--- src/hdl/tsq_pkg.sv ---
package tsq_pkg;

  localparam int DEPTH       = 64;
  localparam int HANDLE_BITS = 16;
  localparam int SEC_BITS    = 32;
  localparam int USEC_BITS   = 20;
  localparam int KEY_BITS    = SEC_BITS + USEC_BITS;
  localparam int CNT_BITS    = 7;

  typedef enum logic [1:0] {
    CMD_INSERT = 2'd0,
    CMD_DELETE = 2'd1,
    CMD_POP    = 2'd2,
    CMD_PEEK   = 2'd3
  } cmd_t;

  typedef enum logic [1:0] {
    STAT_OK   = 2'd0,
    STAT_FULL = 2'd1,
    STAT_MISS = 2'd2
  } status_t;

  // what every cell does in the update cycle
  typedef enum logic [1:0] {
    ACT_HOLD,
    ACT_INSERT,
    ACT_SHIFT_GE,
    ACT_SHIFT_ALL
  } act_t;

  typedef struct packed {
    logic                   valid;
    logic [KEY_BITS-1:0]    key;
    logic [HANDLE_BITS-1:0] handle;
  } entry_t;

  typedef struct packed {
    logic                   eval;
    act_t                   act;
    logic [KEY_BITS-1:0]    key;
    logic [HANDLE_BITS-1:0] handle;
  } bcast_t;

  typedef struct packed {
    logic gt;
    logic ge;
    logic eq;
  } flags_t;

endpackage

--- src/hdl/tsq_cell.sv ---
module tsq_cell (
  input  logic            clk,
  input  logic            rst_n,
  input  tsq_pkg::bcast_t bc,
  input  tsq_pkg::entry_t left,
  input  tsq_pkg::flags_t left_flags,
  input  tsq_pkg::entry_t right,
  output tsq_pkg::entry_t ent,
  output tsq_pkg::flags_t flags
);
  import tsq_pkg::*;

  entry_t entry_r, entry_nxt;
  flags_t flags_r, flags_nxt;

  always_comb begin
    entry_nxt = entry_r;
    case (bc.act)
      ACT_INSERT: begin
        // keys are sorted, so gt is a run from the boundary to the end
        if (flags_r.gt) begin
          if (left_flags.gt) begin
            entry_nxt = left;
          end else begin
            entry_nxt.valid  = 1'b1;
            entry_nxt.key    = bc.key;
            entry_nxt.handle = bc.handle;
          end
        end
      end
      ACT_SHIFT_GE: begin
        if (flags_r.ge) begin
          entry_nxt = right;
        end
      end
      ACT_SHIFT_ALL: entry_nxt = right;
      default: ;
    endcase
  end

  always_comb begin
    flags_nxt = flags_r;
    if (bc.eval) begin
      flags_nxt.gt = !entry_r.valid || (entry_r.key > bc.key);
      flags_nxt.ge = entry_r.valid && (entry_r.key >= bc.key);
      flags_nxt.eq = entry_r.valid && (entry_r.key == bc.key);
    end
  end

  always_ff @(posedge clk) begin
    if (!rst_n) begin
      entry_r.valid <= 1'b0;
      flags_r       <= '0;
    end else begin
      entry_r.valid <= entry_nxt.valid;
      flags_r       <= flags_nxt;
    end
    entry_r.key    <= entry_nxt.key;
    entry_r.handle <= entry_nxt.handle;
  end

  assign ent   = entry_r;
  assign flags = flags_r;

endmodule

--- config.mk ---
export PLATFORM = sky130hd
export DESIGN_NAME = tsq_cell
export DESIGN_NICKNAME = d
export VERILOG_FILES = /design/src/hdl/tsq_pkg.sv /design/src/hdl/tsq_cell.sv
export SDC_FILE = /design/constraint.sdc
export NUM_CORES = 1
export LEC_CHECK = 0
export ABC_AREA = 1
export BUFFER_PORTS_ARGS = -buffer_cell sky130_fd_sc_hd__clkbuf_2
export CAP_MARGIN = 20
export CORE_AREA = 2 2 112 114
export CTS_BUF_LIST = sky130_fd_sc_hd__clkbuf_16
export DETAILED_ROUTE_END_ITERATION = 12
export DIE_AREA = 0 0 114 116
export PLACE_DENSITY = 0.77
export RECOVER_POWER = 50
export SETUP_SLACK_MARGIN = 0.02
export SYNTH_ARGS = -nofsm -noshare
export SYNTH_HDL_FRONTEND = slang
export SYNTH_SLANG_ARGS = --single-unit
--- constraint.sdc ---
create_clock -name clk -period 13.2 [get_ports clk]
set_input_delay 1.32 -clock clk [delete_from_list [all_inputs] [get_ports clk]]
set_output_delay 1.32 -clock clk [all_outputs]
set_load 0.03 [all_outputs]
-- Word level (Yosys, flattened, before mapping)
Cells that the tools add are included.
- register bits: 72
- input port bits: 214
- output and inout bits: 72
- word-level logic and storage cells: 24
- $lt $le $gt $ge: 2
- equal/unequal tests: 6
- reduce and logical (&&, ||, !) cells: 6
- muxes and demuxes: 4
- operators by type and width (kind ; count):
    2-to-1 mux 69 bit ; 3
    case mux 69 bit (3 select lines) ; 1
    equality test 52 bit ; 1
    >= comparator 52 bit ; 1
    > comparator 52 bit ; 1
    equality test 2 bit, second input constant ; 2
    inequality test 2 bit, second input constant ; 2
    AND reduction 3 bit ; 1
    nonzero test 3 bit ; 1
    equality test 2 x 1 -> 1 bit, second input constant ; 1
    logical AND 1 bit ; 2
    zero test 1 bit ; 1
    logical OR 1 bit ; 1

-- Depth between registers and ports, before layout
Gate-level depths: netlist of the first run.
- word-level depth: 3
- mapped depth: 14
- gate-level depth less buffers: 14

-- Least setup slack after synthesis of the first run
OpenSTA, ideal clock, no wires.
- path type: input-to-reg
- start point: input bc[69] in the netlist's numbering
- end point: register entry_r, in the netlist ent[68]
- library setup time: 0.134 ns
- path buffers: 1
- required time: 13.066 ns
- stages: 5
- data arrival time: 6.990 ns
- slack: 6.076 ns
- cells stage by stage: buf_2 inv_2 o21ai_0 o21ai_0 a31oi_1
- longest elaborated chain between the ends: 3
- elaborated cells on any way between the ends: 8
- those cells by class: eq/ne: 5; mux: 1; reduce/logical: 2
- ends and longest elaborated chain (element ; RTL line ; text):
    start, declared ; tsq_cell.sv:4 ; input tsq_pkg::bcast_t bc,
    equality test 2 x 1 -> 1 bit / equality test 2 bit (equally long branches) ; tsq_cell.sv:18 ; case (bc.act)
    inequality test 2 bit (no line) / nonzero test 3 bit (equally long branches) ; n/a ;
    AND reduction 3 bit (no line) ; n/a ;
    end, declared ; tsq_cell.sv:13 ; entry_t entry_r, entry_nxt;
Several ways; a longest one is shown, not always the timed one.
A chain may end at the register's enable or synchronous reset.

==> results.sh, run 1 <==
export IMPL_met3_usage_pct=6.328
export IMPL_min_path_type="reg2reg"
export IMPL_cts_reportedPaths_clkPinSlew_ns=0.05
export IMPL_fmax_ghz=0.1652
export IMPL_fp_coreArea_um2=11910
export IMPL_synth_edf_count=68
export IMPL_cts_max_path_buffers=2
export IMPL_grt_use_met1_pct=26.49
export IMPL_min_period_ns=6.052
export IMPL_synthAdderAreaFrac_pct=13.01
export IMPL_fin_skew_ns=0.01020
export IMPL_synth_simple_area_share_pct=18.34
export IMPL_worst_path_stages=6
export IMPL_r2r_cells=5
export IMPL_arrival_ns=6.11
export IMPL_clock_sinks=72
export IMPL_ir_worst_vdd_mv=0.04836
export IMPL_rsz0062_at_grt="false"
export IMPL_tns_ns=0
export IMPL_synth_area_leaders="edfxtp_1 41%, a21oi_1 16%, ha_1 13%, nand2_1 9.2%, nor2_1 6.4%"
export IMPL_path_class="in2reg"
export IMPL_crit_slowest_cell="clkbuf_1"
export IMPL_cp_required_ns=13.26
export IMPL_diodes=0
export IMPL_syn_cell_area_um2=5000
export IMPL_ant_nets=0
export IMPL_drv_cap=2
export IMPL_drt_iter0_drc=234
export IMPL_maxSlewViolCount=141
export IMPL_routed_via_density=4.915
export IMPL_yosysTopAreaCell="edfxtp_1"
export IMPL_synth_top_family_by_area="simple AND/OR/NAND/NOR gates"
export IMPL_clock_latency_ns=0.33
export IMPL_htree_levels=3
export IMPL_hpwl_um=10940
export IMPL_post_cts_setup_buffers=0
export IMPL_met2_usage_pct=38.13
export IMPL_hold_viol=0
export IMPL_synth_compound_area_share_pct=17.72
export IMPL_setup_ws_ns=7.148
export IMPL_synth_area_per_cell_um2=7.874
export IMPL_r2r_end="ent[68]"
export IMPL_ys_ff_latch=72
export IMPL_rows=40
export IMPL_crit_chain="clkbuf_1, clkbuf_1, inv_1, clkbuf_1, nor2_1, a21oi_1"
export IMPL_dieHeight_um=116
export IMPL_synthXorXnorAreaFrac_pct=0
export IMPL_synth_cell_types=27
export IMPL_area_growth_pct=35.04
export IMPL_cp_top_family="buffers and inverters"
export IMPL_ys_seq_area_share_pct=42.44
export IMPL_drc_errors=0
export IMPL_crit_start="bc[69]"
export IMPL_clock_root_buffer="clkbuf_16"
export IMPL_via_count=5190
export IMPL_grt_max_degree=71
export IMPL_synth_most_common_cell="a21oi_1"
export IMPL_portBuffers=283
export IMPL_end_kind="register"
export IMPL_cts_tree="yes"
export IMPL_max_slew_margin_rel_pct=-120.8
export IMPL_setup_viol=0
export IMPL_reg2reg_slack_ns=11.37
export IMPL_grt_pass1_wl_um=22910
export IMPL_cts_resized=0
export IMPL_syn_nets=901
export IMPL_synth_flop_cell="edfxtp_1"
export IMPL_crit_fanout=70
export IMPL_crit_buf_inv=4
export IMPL_synthMuxAreaShare_pct=0
export IMPL_r2r_start="flags[2]"
export IMPL_io_pins=286
export IMPL_drive_above_1_share_pct=26.18
export IMPL_power_leakage_nw=3.376
export IMPL_netlist_instances=635
export IMPL_powerDensity_nw_per_um2=107.9
export IMPL_period_share_pct=45.85
export IMPL_synthArstFlopShare_pct=0
export IMPL_crit_end="ent[18]"
export IMPL_post_drt_wl_per_cell_um=13.89
export IMPL_grt_busiest_layer="met2"
export IMPL_grt_overflow=0
export IMPL_postCtsHoldBufs=0
export IMPL_cts_buffers=9
export IMPL_tightest_slew_ns=3.312
export IMPL_startpoint_type="input pin"
export IMPL_path_common_cell="clkbuf_1"
export IMPL_synth_common_cells="158 x a21oi_1, 123 x nand2_1, 85 x nor2_1"
export IMPL_violations="max-capacitance violations, max-slew violations"
export IMPL_grt_pass1_vias=4934
export IMPL_yosysTopAreaCellShare_pct=40.84
export IMPL_gp_congestion=0.8208
export IMPL_floorplan_initialDensity_pct=41.97
export IMPL_grt_usage_pct=21.76
export IMPL_finalWirelength_um=14670
export IMPL_drt_pass1_iterations=6
export IMPL_nets=1170
export IMPL_status="complete, but fails checks"
export IMPL_synth_warnings=0
export IMPL_die_area_um2=13220
export IMPL_die_x_um=114
export IMPL_antenna_found_initial=0
export IMPL_dp_slack_ns=9.606
export IMPL_max_stage_delay_ns=2.34
[layer usage]
| layer | share of wire [%] | wire, um |
|---|---|---|
| met1 | 42 | 6103 |
| met2 | 50 | 7285 |
| met3 | 8.0 | 1180 |
| met4 | 0.67 | 99 |
| met5 | 0 | 0 |
[sequential cells by signal (all words and copies together) (netlist names)]
signal and cells:
ent 69, flags 3
[worst min-delay path, delay by kind of cell (launching register included)]
family	cells	cell delay (ns)
compound gates	1	0.06
flops	1	0.33
simple gates	1	0.08
[worst min path at each step]
| stage | start | endpoint | cells after the start |
|---|---|---|---|
| 3_3_place_gp | flags[0] | flags[0] | 2 |
| 5_1_grt | flags[0] | flags[0] | 2 |
| 6_report | flags[0] | flags[0] | 2 |
| 3_5_place_dp | flags[0] | flags[0] | 2 |
| 4_1_cts | flags[0] | flags[0] | 2 |
| 2_1_floorplan | flags[0] | flags[0] | 2 |
[cells in the final DEF (no fill, tap or decap), drive strengths merged]
cell and n:
clkbuf 294, a21oi 159, nand2 124, nor2 90, inv 80, edfxtp 68, ha 52, o21ai 10
nand4 6, nand3 6, dfxtp 4, bufinv 3, buf 3, clkinv 3, a21o 2, o21a 2
a31oi 1, nor4 1, nor3 1
[final cells by class]
cell class,instances,area (um2)
Fill cell,1177,5160
Multi-Input combinational cell,454,2457
Sequential cell,72,2122
Timing Repair Buffer,288,1355
Inverter,79,296.5
Clock buffer,9,225.2
Tap cell,147,183.9
Clock inverter,7,111.4
[logic make-up (layout without fill, tap and decap cells)]
| kind of cell | after synthesis | in the layout |
|---|---|---|
| AO/OA/AOI/OAI | 174 | 174 |
| AND/OR/NAND/NOR | 228 | 228 |
| flip-flops | 72 | 72 |
| buffers and inverters | 109 | 383 |
| adder cells (fa/ha/maj) | 52 | 52 |
[per-stage QoR]
stage	area (um2)	hold slack, ns	instances	utilization (%)	power (mW)
3_5_place_dp	6521	0.4901	1040	54.75	0.4626
5_1_grt	6751	0.5206	1056	56.68	0.7694
2_1_floorplan	5000	0.6310	635	-	0.3951
6_report	6751	0.5076	1056	56.68	0.7288
4_1_cts	6858	0.5030	1056	57.57	0.7390
3_3_place_gp	6521	0.4740	1040	54.75	0.4598
[power breakdown]
part / leakage (nW) / total [mW] / internal [mW] / switching [mW]
Sequential: 0.676 / 0.281 / 0.273 / 0.00789
Combinational: 2.53 / 0.174 / 0.0641 / 0.110
Clock: 0.168 / 0.274 / 0.183 / 0.0906
Total: 3.38 / 0.729 / 0.520 / 0.209
No activity file was read; power rests on OpenSTA's default activity.
==> run 2: changes to the inputs <==
CORE_AREA = 2 2 114 116   (was 2 2 112 114)
DIE_AREA = 0 0 116 118   (was 0 0 114 116)
clock period = 5.3 ns   (was 13.2 ns; I/O delays follow)
==> run 2 against run 1 <==
Against the previous run:
- the run now ends clean
- register-to-register slack lost 8.2 ns
- critical path type unchanged
- highest routed layer unchanged
- setup slack lost 4.7 ns
- total power grew 140%
- die area grew 3.5%
- non-clock buffer count is the same
- sequential power grew 150%
- sequential share of layout area is essentially flat
- cell area grew 0.13%
- global-route usage grew 0.17 points
- largest power group unchanged
- flip-flop and latch count is the same
- worst hold slack lost 0.061 ns
- utilization shrank 2.2 points
==> results.sh, run 2 (synthesis gave the netlist of run 1 again) <==
export IMPL_hpwl_um=11460
export IMPL_grt_pass1_wl_um=23890
export IMPL_path_class="in2reg"
export IMPL_status="completed"
export IMPL_antenna_found_initial=0
export IMPL_drt_pass1_iterations=6
export IMPL_final_common_cell="clkbuf_2"
export IMPL_arrival_ns=3.13
export IMPL_drc_errors=0
export IMPL_post_drt_wl_per_cell_um=14.02
export IMPL_largest_reg_flops=69
export IMPL_cts_buffers=9
export IMPL_ir_worst_vdd_mv=0.1354
export IMPL_via_count=5322
export IMPL_gp_congestion=0.8081
export IMPL_clock_sinks=72
export IMPL_cp_top_family="buffers and inverters"
export IMPL_fin_cells=1081
export IMPL_maxSlewViolCount=0
export IMPL_tns_ns=0
export IMPL_tightest_slew_ns=0.8856
export IMPL_met3_usage_pct=3.708
export IMPL_max_slew_margin_rel_pct=40.74
export IMPL_grt_max_degree=72
export IMPL_area_growth_pct=35.21
export IMPL_dieHeight_um=118
export IMPL_crit_chain="clkbuf_2, buf_4, inv_1, o21ai_4, buf_4, o21ai_0, a31oi_1"
export IMPL_period_share_pct=54.26
export IMPL_grt_use_met1_pct=25.84
export IMPL_crit_fanout=71
export IMPL_path_common_cell="buf_4"
export IMPL_min_path_type="in2reg"
export IMPL_die_area_um2=13690
export IMPL_grt_usage_pct=21.93
export IMPL_end_kind="register"
export IMPL_fillers=1242
export IMPL_fp_coreArea_um2=12410
export IMPL_holdWs_ns=0.4469
export IMPL_final_cell_mix="211 x clkbuf_2, 158 x a21oi_1, 123 x nand2_1"
export IMPL_met2_usage_pct=39.00
export IMPL_floorplan_initialDensity_pct=40.27
export IMPL_cp_required_ns=5.56
export IMPL_cts_resized=0
export IMPL_cts_reportedPaths_clkPinSlew_ns=0.06
export IMPL_cts_max_path_buffers=2
export IMPL_rsz0062_at_grt="false"
export IMPL_diodes=0
export IMPL_cts_tree="yes"
export IMPL_grt_busiest_layer="met2"
export IMPL_reg2reg_slack_ns=3.15
export IMPL_htree_levels=3
export IMPL_max_stage_delay_ns=0.74
export IMPL_drive_above_1_share_pct=26.29
export IMPL_grt_pass1_vias=5247
export IMPL_clock_latency_ns=0.33
export IMPL_post_cts_setup_buffers=0
export IMPL_routed_via_density=4.923
export IMPL_min_period_ns=2.876
export IMPL_setup_viol=0
export IMPL_drv_cap=0
export IMPL_crit_slowest_cell="o21ai_4"
export IMPL_io_pins=286
export IMPL_multi_input_area_um2=2450
export IMPL_regArea_um2=2122
export IMPL_fin_skew_ns=0.007695
export IMPL_ant_nets=0
export IMPL_nets=1170
export IMPL_clock_root_buffer="clkbuf_16"
export IMPL_grt_overflow=0
export IMPL_rows=41
export IMPL_finalWirelength_um=15160
export IMPL_hold_viol=0
export IMPL_powerDensity_nw_per_um2=262.3
export IMPL_fmax_ghz=0.3477
export IMPL_crit_buf_inv=4
export IMPL_die_x_um=116
export IMPL_startpoint_type="input pin"
export IMPL_postCtsHoldBufs=0
export IMPL_place_inst=1065
export IMPL_drt_iter0_drc=255
export IMPL_portBuffers=283
export IMPL_power_leakage_nw=3.369
[run 2: changes by cell type in the layout (fill, tap and decap cells not counted), sizes merged]
cell / change
buf: +2
bufinv: -1
clkbuf: -2
clkinv: -1
clkinvlp: +2
[run 2: final cells by class]
cell class                 count  share of cell area (%)
multi-input combinational    454                   36.24
sequential                    72                   31.39
timing repair buffer         288                   20.17
inverter                      79                   4.386
clock buffer                   9                   3.331
tap                          172                   3.183
clock inverter                 7                   1.296
[run 2: routing by layer]
layer  share of wire [%]  vias to the layer above
met4                 2.6                        0
met5                   0                        -
met3                 7.8                       27
met1                  40                     2368
met2                  50                      255
li1                    -                     2672
[run 2: power by group]
group / internal [mW] / switching, mW
combinational: 0.155 / 0.278
sequential: 0.679 / 0.0197
clock: 0.408 / 0.233
[run 2: final timing paths]
path / startpoint / to / cells past startpoint
worst max-delay path: bc[69] / ent[68] / 7
worst min-delay path: right[68] / ent[68] / 3
worst max register to register: flags[1] / ent[68] / 5
worst min register to register: flags[0] / flags[0] / 2
[run 2: worst register-to-register path, delay by kind of cell, from the launching register on]
kind	cells	cell delay, ns
flops	1	0.33
buf+inv	2	0.70
compound gates	3	1.06
[run 2: metrics by stage]
stage               power, mW  worst slack, ns  utilization, %  instance area, um2
finish                  1.773            2.424           54.45                6760
global route            1.870            2.136           54.45                6760
CTS                     1.803            2.528           55.30                6865
detailed placement      1.155            2.176           52.78                6553
global placement        1.146            2.209           52.78                6553
floorplan              0.9811           0.8940               -                5000
